===== src/rtl/utc_cal_pkg.sv =====
// shared constants, types and tables for the unix time to calendar converter
package utc_cal_pkg;

    // pipeline shape
    localparam int NSTG     = 11;          // register stages, input to output
    localparam int DATE_STG = NSTG - 2;    // stages of the civil date datapath
    localparam int TOD_LEN  = NSTG - 3;    // time of day carried from stage 4 on

    // calendar constants
    localparam int SEC_DAY    = 86400;
    localparam int SEC_MIN    = 60;
    localparam int MIN_HOUR   = 60;
    localparam int HOUR_DAY   = 24;
    localparam int SEC_HOUR   = SEC_MIN * MIN_HOUR;
    localparam int SHIFT_DAYS = 719468;    // 1970-01-01 counted from 0000-03-01
    localparam int ERA_DAYS   = 146097;
    localparam int CENT_DAYS  = 36524;
    localparam int QUAD_DAYS  = 3 * 365 + 366;
    localparam int YEAR_DAYS  = 365;
    localparam int ERA_YEARS  = 400;
    localparam int LEAP_SPAN  = 4;
    localparam int CENT_YEARS = 100;
    localparam int WEEK_DAYS  = 7;
    localparam int SHIFT_WDAY = 3;         // 0000-03-01 was a wednesday
    localparam int WDAY_OFS   = (SHIFT_DAYS + SHIFT_WDAY) % WEEK_DAYS;
    localparam int MONTHS     = 12;
    localparam int MP_MUL     = 5;
    localparam int MP_ADD     = 2;
    localparam int MP_DIV     = 153;
    localparam int MP_JAN     = 10;        // march-based index of january
    localparam int MAR_MONTH  = 2;         // march in the january-based count
    localparam int YEAR_LO    = 1970;
    localparam int YEAR_HI    = 2106;

    // seconds to days: drop the power-of-two factor, then divide by the odd part
    localparam int DAY_PRE = 7;
    localparam int DAY_ODD = SEC_DAY >> DAY_PRE;

    // reciprocal multipliers, rounded up, shift chosen so the quotient is exact
    // over the whole operand range
    localparam int DAY_K  = 35;
    localparam int WEEK_K = 19;
    localparam int HOUR_K = 29;
    localparam int MIN_K  = 23;
    localparam int ERA_K  = 38;
    localparam int QUAD_K = 29;
    localparam int CENT_K = 34;
    localparam int YEAR_K = 27;
    localparam int C100_K = 16;
    localparam int MP_K   = 19;

    localparam logic [25:0] DAY_M  = 26'(((64'd1 << DAY_K) + 64'(DAY_ODD) - 64'd1)
                                         / 64'(DAY_ODD));
    localparam logic [16:0] WEEK_M = 17'(((64'd1 << WEEK_K) + 64'(WEEK_DAYS) - 64'd1)
                                         / 64'(WEEK_DAYS));
    localparam logic [17:0] HOUR_M = 18'(((64'd1 << HOUR_K) + 64'(SEC_HOUR) - 64'd1)
                                         / 64'(SEC_HOUR));
    localparam logic [17:0] MIN_M  = 18'(((64'd1 << MIN_K) + 64'(SEC_MIN) - 64'd1)
                                         / 64'(SEC_MIN));
    localparam logic [20:0] ERA_M  = 21'(((64'd1 << ERA_K) + 64'(ERA_DAYS) - 64'd1)
                                         / 64'(ERA_DAYS));
    localparam logic [18:0] QUAD_M = 19'(((64'd1 << QUAD_K) + 64'(QUAD_DAYS - 1) - 64'd1)
                                         / 64'(QUAD_DAYS - 1));
    localparam logic [18:0] CENT_M = 19'(((64'd1 << CENT_K) + 64'(CENT_DAYS) - 64'd1)
                                         / 64'(CENT_DAYS));
    localparam logic [18:0] YEAR_M = 19'(((64'd1 << YEAR_K) + 64'(YEAR_DAYS) - 64'd1)
                                         / 64'(YEAR_DAYS));
    localparam logic [9:0]  C100_M = 10'(((64'd1 << C100_K) + 64'(CENT_YEARS) - 64'd1)
                                         / 64'(CENT_YEARS));
    localparam logic [11:0] MP_M   = 12'(((64'd1 << MP_K) + 64'(MP_DIV) - 64'd1)
                                         / 64'(MP_DIV));

    // time of day fields carried alongside the date stages
    typedef struct packed {
        logic [4:0] hour;
        logic [5:0] minute;
        logic [5:0] second;
        logic [2:0] weekday;
    } t_tod;

    // first day of each march-based month within the march-based year
    function automatic logic [8:0] month_start(input logic [3:0] mp);
        logic [8:0] v;
        case (mp)
            4'd0:    v = 9'd0;
            4'd1:    v = 9'd31;
            4'd2:    v = 9'd61;
            4'd3:    v = 9'd92;
            4'd4:    v = 9'd122;
            4'd5:    v = 9'd153;
            4'd6:    v = 9'd184;
            4'd7:    v = 9'd214;
            4'd8:    v = 9'd245;
            4'd9:    v = 9'd275;
            4'd10:   v = 9'd306;
            4'd11:   v = 9'd337;
            default: v = 9'd0;
        endcase
        return v;
    endfunction

endpackage


===== src/rtl/utc_cal_date.sv =====
// civil date datapath: shifted day count to year, month and day of month
module utc_cal_date
    import utc_cal_pkg::*;
(
    input  logic                i_clk,
    input  logic [DATE_STG-1:0] i_adv,
    input  logic [19:0]         i_days,
    output logic [11:0]         o_year,
    output logic [3:0]          o_month,
    output logic [4:0]          o_day
);

    logic [40:0] n_era_prod;
    logic [36:0] n_quad_prod;
    logic [36:0] n_cent_prod;
    logic [36:0] n_year_prod;
    logic [18:0] n_c100_prod;
    logic [23:0] n_mp_prod;
    logic        n_jan_feb;

    logic [19:0] r_days;
    logic [2:0]  r_era [DATE_STG-1];
    logic [17:0] r_eday4;
    logic [17:0] r_eday5;
    logic [6:0]  r_quad;
    logic [2:0]  r_cent;
    logic        r_last;
    logic [17:0] r_eday6;
    logic [17:0] r_n;
    logic [17:0] r_eday7;
    logic [8:0]  r_ey7;
    logic [17:0] r_eday8;
    logic [8:0]  r_ey8;
    logic [17:0] r_yb;
    logic [1:0]  r_c100;
    logic [8:0]  r_ey9;
    logic [8:0]  r_yday9;
    logic [8:0]  r_ey10;
    logic [8:0]  r_yday10;
    logic [3:0]  r_mp;
    logic [11:0] r_year;
    logic [3:0]  r_month;
    logic [4:0]  r_day;

    // reciprocal products
    assign n_era_prod  = 41'(i_days) * 41'(ERA_M);
    assign n_quad_prod = 37'(r_eday4) * 37'(QUAD_M);
    assign n_cent_prod = 37'(r_eday4) * 37'(CENT_M);
    assign n_year_prod = 37'(r_n) * 37'(YEAR_M);
    assign n_c100_prod = 19'(r_ey7) * 19'(C100_M);
    assign n_mp_prod   = 24'(r_yday9) * 24'(MP_MUL * int'(MP_M))
                       + 24'(MP_ADD * int'(MP_M));
    assign n_jan_feb   = (r_mp >= 4'(MP_JAN));

    // era split, then day of era
    always_ff @(posedge i_clk) begin
        if (i_adv[0]) begin
            r_days   <= i_days;
            r_era[0] <= n_era_prod[ERA_K +: 3];
        end
        for (int s = 1; s < DATE_STG - 1; s++) begin
            if (i_adv[s]) begin
                r_era[s] <= r_era[s-1];
            end
        end
        if (i_adv[1]) begin
            r_eday4 <= 18'(r_days - 20'(r_era[0]) * 20'(ERA_DAYS));
        end
    end

    // four-year, century and era corrections, then year of era
    always_ff @(posedge i_clk) begin
        if (i_adv[2]) begin
            r_eday5 <= r_eday4;
            r_quad  <= n_quad_prod[QUAD_K +: 7];
            r_cent  <= n_cent_prod[CENT_K +: 3];
            r_last  <= (r_eday4 >= 18'(ERA_DAYS - 1));
        end
        if (i_adv[3]) begin
            r_eday6 <= r_eday5;
            r_n     <= r_eday5 - 18'(r_quad) + 18'(r_cent) - 18'(r_last);
        end
        if (i_adv[4]) begin
            r_eday7 <= r_eday6;
            r_ey7   <= n_year_prod[YEAR_K +: 9];
        end
    end

    // day of the march-based year
    always_ff @(posedge i_clk) begin
        if (i_adv[5]) begin
            r_eday8 <= r_eday7;
            r_ey8   <= r_ey7;
            r_yb    <= 18'(r_ey7) * 18'(YEAR_DAYS);
            r_c100  <= n_c100_prod[C100_K +: 2];
        end
        if (i_adv[6]) begin
            r_ey9   <= r_ey8;
            r_yday9 <= 9'(r_eday8 - r_yb - 18'(r_ey8 / LEAP_SPAN) + 18'(r_c100));
        end
    end

    // month from day of year, then final fields
    always_ff @(posedge i_clk) begin
        if (i_adv[7]) begin
            r_ey10   <= r_ey9;
            r_yday10 <= r_yday9;
            r_mp     <= n_mp_prod[MP_K +: 4];
        end
        if (i_adv[8]) begin
            r_day   <= 5'(r_yday10 - month_start(r_mp) + 9'd1);
            r_month <= n_jan_feb ? (r_mp - 4'(MP_JAN)) : (r_mp + 4'(MAR_MONTH));
            r_year  <= 12'(r_ey10) + 12'(r_era[DATE_STG-2]) * 12'(ERA_YEARS)
                     + 12'(n_jan_feb);
        end
    end

    assign o_year  = r_year;
    assign o_month = r_month;
    assign o_day   = r_day;

endmodule


===== src/rtl/unix_time_to_calendar.sv =====
// unix_time_to_calendar: 32-bit unix seconds to utc calendar fields, pipelined
//
// Converts an unsigned 32-bit unix timestamp into the utc year, month (0 is
// january), day of month, hour, minute, second and weekday (0 is sunday).
// The converter is an 11-stage pipeline that takes one timestamp per cycle
// while its input is not stalled. Every division is by a constant, done as a
// shift or a reciprocal multiply, one multiplier deep per stage. A stall on
// the output holds the last stage; the stages behind it keep filling their
// empty slots, so input stall rises only when all 11 stages hold items.
module unix_time_to_calendar
    import utc_cal_pkg::*;
(
    input  logic        i_clk,
    input  logic        i_rst_n,
    input  logic        i_valid,
    output logic        o_stall,
    input  logic [31:0] i_timestamp,
    output logic        o_valid,
    input  logic        i_stall,
    output logic [11:0] o_year,
    output logic [3:0]  o_month,
    output logic [4:0]  o_day,
    output logic [4:0]  o_hour,
    output logic [5:0]  o_minute,
    output logic [5:0]  o_second,
    output logic [2:0]  o_weekday
);

    logic [NSTG-1:0] r_vld;
    logic [NSTG-1:0] n_adv;
    logic [50:0]     n_day_prod;
    logic [15:0]     n_wx;
    logic [32:0]     n_week_prod;
    logic [34:0]     n_hour_prod;
    logic [34:0]     n_min_prod;
    t_tod            n_tod;

    logic [31:0] r_ts;
    logic [15:0] r_q;
    logic [16:0] r_rem2;
    logic [19:0] r_days;
    logic [15:0] r_wx;
    logic [12:0] r_wq;
    logic [16:0] r_rem3;
    logic [4:0]  r_hour3;
    logic [10:0] r_mt;
    logic [2:0]  r_wday3;
    t_tod        r_tod [TOD_LEN];

    // per-stage advance: a stage loads when it is empty or its successor moves
    always_comb begin
        n_adv[NSTG-1] = !r_vld[NSTG-1] || !i_stall;
        for (int s = NSTG - 2; s >= 0; s--) begin
            n_adv[s] = !r_vld[s] || n_adv[s+1];
        end
    end

    assign o_stall = !n_adv[0];
    assign o_valid = r_vld[NSTG-1];

    // valid bits travel with the data
    always_ff @(posedge i_clk) begin
        if (!i_rst_n) begin
            r_vld <= '0;
        end else begin
            if (n_adv[0]) begin
                r_vld[0] <= i_valid;
            end
            for (int s = 1; s < NSTG; s++) begin
                if (n_adv[s]) begin
                    r_vld[s] <= r_vld[s-1];
                end
            end
        end
    end

    // reciprocal products for day count, weekday and time of day
    assign n_day_prod  = 51'(i_timestamp[31:DAY_PRE]) * 51'(DAY_M);
    assign n_wx        = r_q + 16'(WDAY_OFS);
    assign n_week_prod = 33'(n_wx) * 33'(WEEK_M);
    assign n_hour_prod = 35'(r_rem2) * 35'(HOUR_M);
    assign n_min_prod  = 35'(r_rem2) * 35'(MIN_M);

    // whole days; seconds of day, shifted days, week quotient; hour, total minutes, weekday
    always_ff @(posedge i_clk) begin
        if (n_adv[0]) begin
            r_ts <= i_timestamp;
            r_q  <= n_day_prod[DAY_K +: 16];
        end
        if (n_adv[1]) begin
            r_rem2 <= 17'(r_ts - 32'(r_q) * 32'(SEC_DAY));
            r_days <= 20'(r_q) + 20'(SHIFT_DAYS);
            r_wx   <= n_wx;
            r_wq   <= n_week_prod[WEEK_K +: 13];
        end
        if (n_adv[2]) begin
            r_rem3  <= r_rem2;
            r_hour3 <= n_hour_prod[HOUR_K +: 5];
            r_mt    <= n_min_prod[MIN_K +: 11];
            r_wday3 <= 3'(r_wx - 16'(r_wq) * 16'(WEEK_DAYS));
        end
    end

    // minute and second from the remainders
    always_comb begin
        n_tod.hour    = r_hour3;
        n_tod.minute  = 6'(r_mt - 11'(r_hour3) * 11'(MIN_HOUR));
        n_tod.second  = 6'(r_rem3 - 17'(r_mt) * 17'(SEC_MIN));
        n_tod.weekday = r_wday3;
    end

    // time of day rides along with the date stages
    always_ff @(posedge i_clk) begin
        if (n_adv[3]) begin
            r_tod[0] <= n_tod;
        end
        for (int j = 1; j < TOD_LEN; j++) begin
            if (n_adv[j+3]) begin
                r_tod[j] <= r_tod[j-1];
            end
        end
    end

    // civil date from the shifted day count
    utc_cal_date u_date (
        .i_clk   (i_clk),
        .i_adv   (n_adv[NSTG-1:2]),
        .i_days  (r_days),
        .o_year  (o_year),
        .o_month (o_month),
        .o_day   (o_day)
    );

    assign o_hour    = r_tod[TOD_LEN-1].hour;
    assign o_minute  = r_tod[TOD_LEN-1].minute;
    assign o_second  = r_tod[TOD_LEN-1].second;
    assign o_weekday = r_tod[TOD_LEN-1].weekday;

    // input stall only when every stage is full and the output is held
    a_stall_full: assert property (@(posedge i_clk) disable iff (!i_rst_n)
        o_stall |-> ((&r_vld) && i_stall))
        else $error("input stalled while a stage is free");

    // time fields stay in range on every delivered result
    a_tod_range: assert property (@(posedge i_clk) disable iff (!i_rst_n)
        o_valid |-> (o_hour < 5'(HOUR_DAY) && o_minute < 6'(MIN_HOUR)
                     && o_second < 6'(SEC_MIN) && o_weekday < 3'(WEEK_DAYS)))
        else $error("time of day field out of range");

    // date fields stay in range on every delivered result
    a_date_range: assert property (@(posedge i_clk) disable iff (!i_rst_n)
        o_valid |-> (o_month < 4'(MONTHS) && o_day != 5'd0
                     && o_year >= 12'(YEAR_LO) && o_year <= 12'(YEAR_HI)))
        else $error("date field out of range");

endmodule


===== config.mk =====
export PLATFORM = sky130hd
export DESIGN_NAME = unix_time_to_calendar
export DESIGN_NICKNAME = d
export VERILOG_FILES = /design/src/rtl/utc_cal_pkg.sv /design/src/rtl/utc_cal_date.sv /design/src/rtl/unix_time_to_calendar.sv
export SDC_FILE = /design/constraint.sdc
export NUM_CORES = 2
export LEC_CHECK = 0
export ABC_CLOCK_PERIOD_IN_PS = 11200
export BUFFER_PORTS_ARGS = -buffer_cell sky130_fd_sc_hd__buf_2
export CAP_MARGIN = 20
export CORE_MARGIN = 2
export CORE_UTILIZATION = 35
export DETAILED_ROUTE_END_ITERATION = 16
export HOLD_SLACK_MARGIN = 0.02
export SLEW_MARGIN = 25
export SYNTH_ARGS = -nofsm -noshare
export SYNTH_HDL_FRONTEND = slang
export SYNTH_SLANG_ARGS = --single-unit

===== constraint.sdc =====
create_clock -name i_clk -period 11.2 [get_ports i_clk]
set_clock_uncertainty 0.1 [all_clocks]
set_input_delay 2.8 -clock i_clk [delete_from_list [all_inputs] [get_ports i_clk]]
set_output_delay 2.8 -clock i_clk [all_outputs]
set_load 0.05 [all_outputs]

### Word level (Yosys, flattened, before mapping)

Memories as Yosys holds them, arrays and structs flattened. A register that Yosys moved wholly into a read port is not among the register bits.
Cells that the tools add are included.

* register bits after elaboration: 318
* memory bits (writable): 184
* memory bits (read-only): 144
* output and inout bits: 43
* word-level logic and storage cells: 130
* memories kept: 3

* $add $sub $neg: 20
* $mul: 17
* $lt $le $gt $ge: 2
* multiplexer cells: 21
* reduce and logical (&&, ||, !) cells: 24

Memory list
* r_tod: words 8, width 20, rd ports 8, clocked after Yosys merged registers in 0, write ports 8, line unix_time_to_calendar.sv:48 `t_tod r_tod [TOD_LEN];`
* (no name shown): words 16, width 9, rd ports 1, clocked after Yosys merged registers in 1, write ports 0, line utc_cal_pkg.sv:84 `case (mp)`
* u_date.r_era: words 8, width 3, rd ports 8, clocked after Yosys merged registers in 0, write ports 8, line utc_cal_date.sv:22 `logic [2:0] r_era [DATE_STG-1];`

Operators with widths (count)
* $mul A17 B18 Y34 const B: 2
* $mul A18 B16 Y33 const B: 2
* $mul A25 B26 Y51 const B: 1
* $mul A20 B19 Y39 const B: 1
* $mul A18 B19 Y37 const B: 1
* $mul A16 B17 Y32 const B: 1
* $add A23 B13 Y23 const B: 1
* $mul A9 B15 Y23 const B: 1
* $add A16 B20 Y20 const B: 1
* $add A18 B3 Y18: 1
* $ge A18 B18 Y1 const B: 1
* $mul A3 B18 Y18 const B: 1
* $mux W1: 18
* $sub A18 B1 Y18: 1
* $sub A18 B18 Y18: 1
* $sub A18 B7 Y18: 1
* $sub A17 B17 Y17: 1
* $add A16 B3 Y16 const B: 1
* $mul A16 B10 Y10 const B: 1
* $mul A9 B6 Y14 const B: 1
* $logic_not A1 Y1: 13
* $mul A13 B3 Y3 const B: 1
* $add A12 B1 Y12: 1
* $add A9 B12 Y12: 1
* other kinds (17): 29

### Logic depth before layout (Yosys ltp)

* word-level depth: 13
* depth in mapped cells: 26

### By module

From an unflattened synthesis, not the netlist that was laid out.

* cell total of the unflattened synthesis: 5497
* area, all modules: 62981.7 µm²

By module, submodules not included
* utc_cal_date: times used 1, cells an instance 3039, area each 34433.0 µm², sequential area each 6646.4 µm²
* unix_time_to_calendar: times used 1, cells an instance 2458, area each 28548.6 µm², sequential area each 7727.4 µm²

### Worst setup path before layout

No wires, ideal clock.

* kind: input-to-reg
* from: in i_timestamp[26]
* to: reg r_q[15] (data pin)
* setup time: 260 ps
* arrival: 8446 ps
* data required time: 10840 ps
* slack: 2395 ps
* stages on the path: 22
* cells stage by stage: fa_1 ha_1 inv_1 fa_1 fa_1 inv_1 fa_1 inv_1 fa_1 inv_1 fa_1 ha_1 and3_1 and3_1 a221o_1 a32oi_1 o21ai_1 o211ai_1 a21o_1 nor2_1 o41a_1 xnor2_1

* word-level cells in the longest chain between the ends: 1

Ends and longest elaborated chain
* start, declared: line unix_time_to_calendar.sv:17 `input logic [31:0] i_timestamp,`
* $mul A25 B26 Y51: line unix_time_to_calendar.sv:78 `assign n_day_prod = 51'(i_timestamp[31:DAY_PRE]) * 51'(DAY_M);`
* named net n_day_prod[50]: line unix_time_to_calendar.sv:31 `logic [50:0] n_day_prod;`
* end signal, assigned: line unix_time_to_calendar.sv:88 `r_q <= n_day_prod[DAY_K +: 16];`
* end, declared: line unix_time_to_calendar.sv:39 `logic [15:0] r_q;`

The timed path passes the listed nets, and every way through them passes these cells.
A chain may end at the register's enable or synchronous reset.

### Worst setup path after layout

* from: in i_timestamp[28]
* to: reg r_q[15] (data pin)

Same word-level chain as after synthesis.

==> reports/qor.yml <==
syn_to_final_growth_pct: 8.57
wl_met2_um: 58600
drt_iter0_drc: 1328
die-width_um: 422
gp_routability_congestion: 0.911
grt_remaining_overflow: 0
postSynthRegisterBits: 483
drt-total-wl_um: 123000
maximum_clock_frequency_ghz: 0.114
top_signal_layer_used: "met4"
syn_avg_cell_area_um2: 11.7
hpwl_um: 105000
worst_skew_pair.late_latency_ns: 0.63
synth_top_area_cell: "sky130_fd_sc_hd__ha_1"
synth-edff-count: 467
period_share_pct: 78.7
post_syn_instances: 5219
cts_buffer_depth: 3
rsz0062_at_grt: "no"
cts_made_buffers: 54
setup.worst_path.class: "input port to flip-flop"
post_cts_resize_count: 0
routed_via_density: 4.50
cts_hold_repair.buffers: 0
postCtsSetupBuffers: 0
timing.final.setup_violations: 0
slew_headroom_pct: 36.5
largest_net_degree_at_the_start_of_global_routing: 51
fin_setup_tns_ns: 0
reg2regPathDepth: 21
cap_viol_max_count: 0
routed-wl-met3_um: 3590
netlist_top_cells_area: "sky130_fd_sc_hd__ha_1, sky130_fd_sc_hd__fa_1, sky130_fd_sc_hd__edfxtp_1, sky130_fd_sc_hd__inv_1, sky130_fd_sc_hd__xnor2_1"
wire_length_of_the_first_global_routing_pass_um: 204000
syn-cell-area_um2: 61100
number_of_placed_i_o_pins: 79
final.fill_count: 16800
cp-start-kind: "input port"
timing.critical_path.required_ns: 11.42
route.antenna.remaining_nets: 0
coreArea_um2: 174000
die_h_um: 422
first_global_vias: 38200
worst-r2r-setup-slack_ns: 4.52
synth_warnings: 0
yosysUniqueCellTypes: 70
proportion_of_synthesized_chip_area_in_sequential_cells_pct: 23.5
timing.critical_path.arrival_ns: 9.03
holdCritStartpoint: "r_tod[0][21]"
endpoint_type_of_the_worst_setup_path: "flip-flop"
pre_repair_dr_iteration_count: 5
num_vias: 34800
cts.sinks: 483
tritoncts: "built"
regArea_um2: 14300
tightest_slew_ns: 0.946
fp.dieArea_um2: 178000
worst_hold_margin_ns: 0.275
wire_per_inst_um: 15.9
placementRows: 153
synth_top_cell_area_share_pct: 29.2
yosys-top-cells-count: "sky130_fd_sc_hd__inv_1, sky130_fd_sc_hd__ha_1, sky130_fd_sc_hd__fa_1"
critPathCapture: "r_q[15]"
drt-met1-wl_um: 57900
layout-drive-gt1-share_pct: 4.08
worstHoldPathType: "flip-flop to flip-flop"
portBuffers: 78
worst_r2r_startpoint: "u_date.r_yday9[7]"
worstHoldPathCells: 0
antennaDiodeCount: 0
cts.root.buffer_cell: "sky130_fd_sc_hd__clkbuf_16"
critical_path.startpoint: "i_timestamp[28]"
critical_path_peak_fanout: 8
multiInputGateArea_um2: 41000
finalCriticalPeriod_ns: 8.81
synthesis.nets: 7530
floorplan.initialDensity_pct: 35.2
htreeDepth: 2
clk_pin_slew_ns: 0.06
final-max-slew-violation-count: 0
yosysMostFrequentCell: "sky130_fd_sc_hd__inv_1"
grt_util_all_layers_pct: 14.3
ys.flop_type: "sky130_fd_sc_hd__edfxtp_1"
hold_viol: 0
status: "finished, final reports clean"
synthArstFlopShare_pct: 0
post_layout_nets: 7654
grt_antenna_before_repair: 0
drcViolationCount: 0
-- cell type report --
| cell class | instances | area share (%) |
|---|---|---|
| well taps | 2325 | 4.38 |
| multi-input cells | 3209 | 61.8 |
| repair buffers | 97 | 0.803 |
| inverters | 1498 | 8.47 |
| flip-flops and latches | 483 | 21.6 |
| clock buffers | 60 | 2.10 |
| clock inverters | 42 | 0.828 |
-- critical path, cell delays in order --
cell	delay [ns]
sky130_fd_sc_hd__buf_2	0.25
sky130_fd_sc_hd__fa_1	0.46
sky130_fd_sc_hd__ha_1	0.29
sky130_fd_sc_hd__inv_1	0.05
sky130_fd_sc_hd__fa_1	0.51
sky130_fd_sc_hd__fa_1	0.55
sky130_fd_sc_hd__inv_1	0.05
sky130_fd_sc_hd__fa_1	0.52
sky130_fd_sc_hd__inv_1	0.05
sky130_fd_sc_hd__fa_1	0.52
sky130_fd_sc_hd__inv_1	0.05
sky130_fd_sc_hd__fa_1	0.49
sky130_fd_sc_hd__ha_1	0.32
sky130_fd_sc_hd__and3_1	0.21
sky130_fd_sc_hd__and3_1	0.18
sky130_fd_sc_hd__a221o_1	0.33
sky130_fd_sc_hd__a32oi_1	0.15
sky130_fd_sc_hd__o21ai_1	0.16
sky130_fd_sc_hd__o211ai_1	0.31
sky130_fd_sc_hd__a21o_1	0.19
sky130_fd_sc_hd__nor2_1	0.05
sky130_fd_sc_hd__o41a_1	0.37
sky130_fd_sc_hd__xnor2_1	0.14
-- worst min path at each step --
stage                     slack (ns)           end
after floorplan                 0.30     r_rem2[0]
after global placement          0.30  r_tod[0][20]
after detailed placement        0.30  r_tod[0][31]
after CTS                       0.27  r_tod[0][41]
after global routing            0.26  r_tod[0][41]
final                           0.27  r_tod[0][41]
-- kinds of logic after synthesis --
group                    Yosys count  share of synthesized area [%]
adder cells (fa/ha/maj)         2275                           57.0
multiplexers                       8                          0.166
XOR/XNOR                         206                           2.96
AND/OR/NAND/NOR                  333                           2.69
AO/OA/AOI/OAI                    387                           4.20
buffers and inverters           1527                           9.50
flip-flops                       483                           23.5
-- through the flow --
stage | area [µm²] | setup WS (ns) | utilization, % | std cells
floorplan | 61100 | 2.39 | - | 5219
global placement | 64400 | 1.82 | 37.1 | 7612
detailed placement | 64400 | 1.81 | 37.1 | 7612
CTS | 66400 | 2.27 | 38.2 | 7714
global route | 66400 | 2.05 | 38.2 | 7714
finish | 66400 | 2.39 | 38.2 | 7714
-- placed cells by master, fill, tap and decap left out, types with 17 or more instances in the layout --
cell	synthesis	layout
sky130_fd_sc_hd__a21o_1	66	66
sky130_fd_sc_hd__a21oi_1	110	110
sky130_fd_sc_hd__and3_1	21	21
sky130_fd_sc_hd__buf_2	0	78
sky130_fd_sc_hd__buf_4	20	19
sky130_fd_sc_hd__clkbuf_16	0	54
sky130_fd_sc_hd__edfxtp_1	467	467
sky130_fd_sc_hd__fa_1	850	850
sky130_fd_sc_hd__ha_1	1425	1425
sky130_fd_sc_hd__inv_1	1497	1495
sky130_fd_sc_hd__nand2_1	78	72
sky130_fd_sc_hd__nand3_1	31	31
sky130_fd_sc_hd__nand4_1	21	21
sky130_fd_sc_hd__nor2_1	79	79
sky130_fd_sc_hd__nor2b_1	22	22
sky130_fd_sc_hd__nor3_1	26	26
sky130_fd_sc_hd__o21a_1	24	24
sky130_fd_sc_hd__o21ai_0	61	61
sky130_fd_sc_hd__o21bai_1	17	17
sky130_fd_sc_hd__xnor2_1	160	160
sky130_fd_sc_hd__xor2_1	45	45
-- flip-flops by register name (all words and copies together) (netlist names), 16 cells and up, named ones only --
name,cells
r_tod,160
u_date.r_era,24
u_date.r_eday4,18
u_date.r_eday5,18
u_date.r_n,18
r_rem2,17
r_ts,17
u_date.r_days,17
r_q,16
-- layer usage --
layer | global-route usage [%] | vias to the layer above
met3 | 1.43 | 121
met4 | 2.81 | 0
li1 | - | 17000
met5 | 0 | -
met1 | 19.7 | 17200
met2 | 24.4 | 409
Power is left out: the tool's default activity adds up to more than one toggle a clock period on the data nets, which glitch-free logic cannot reach.
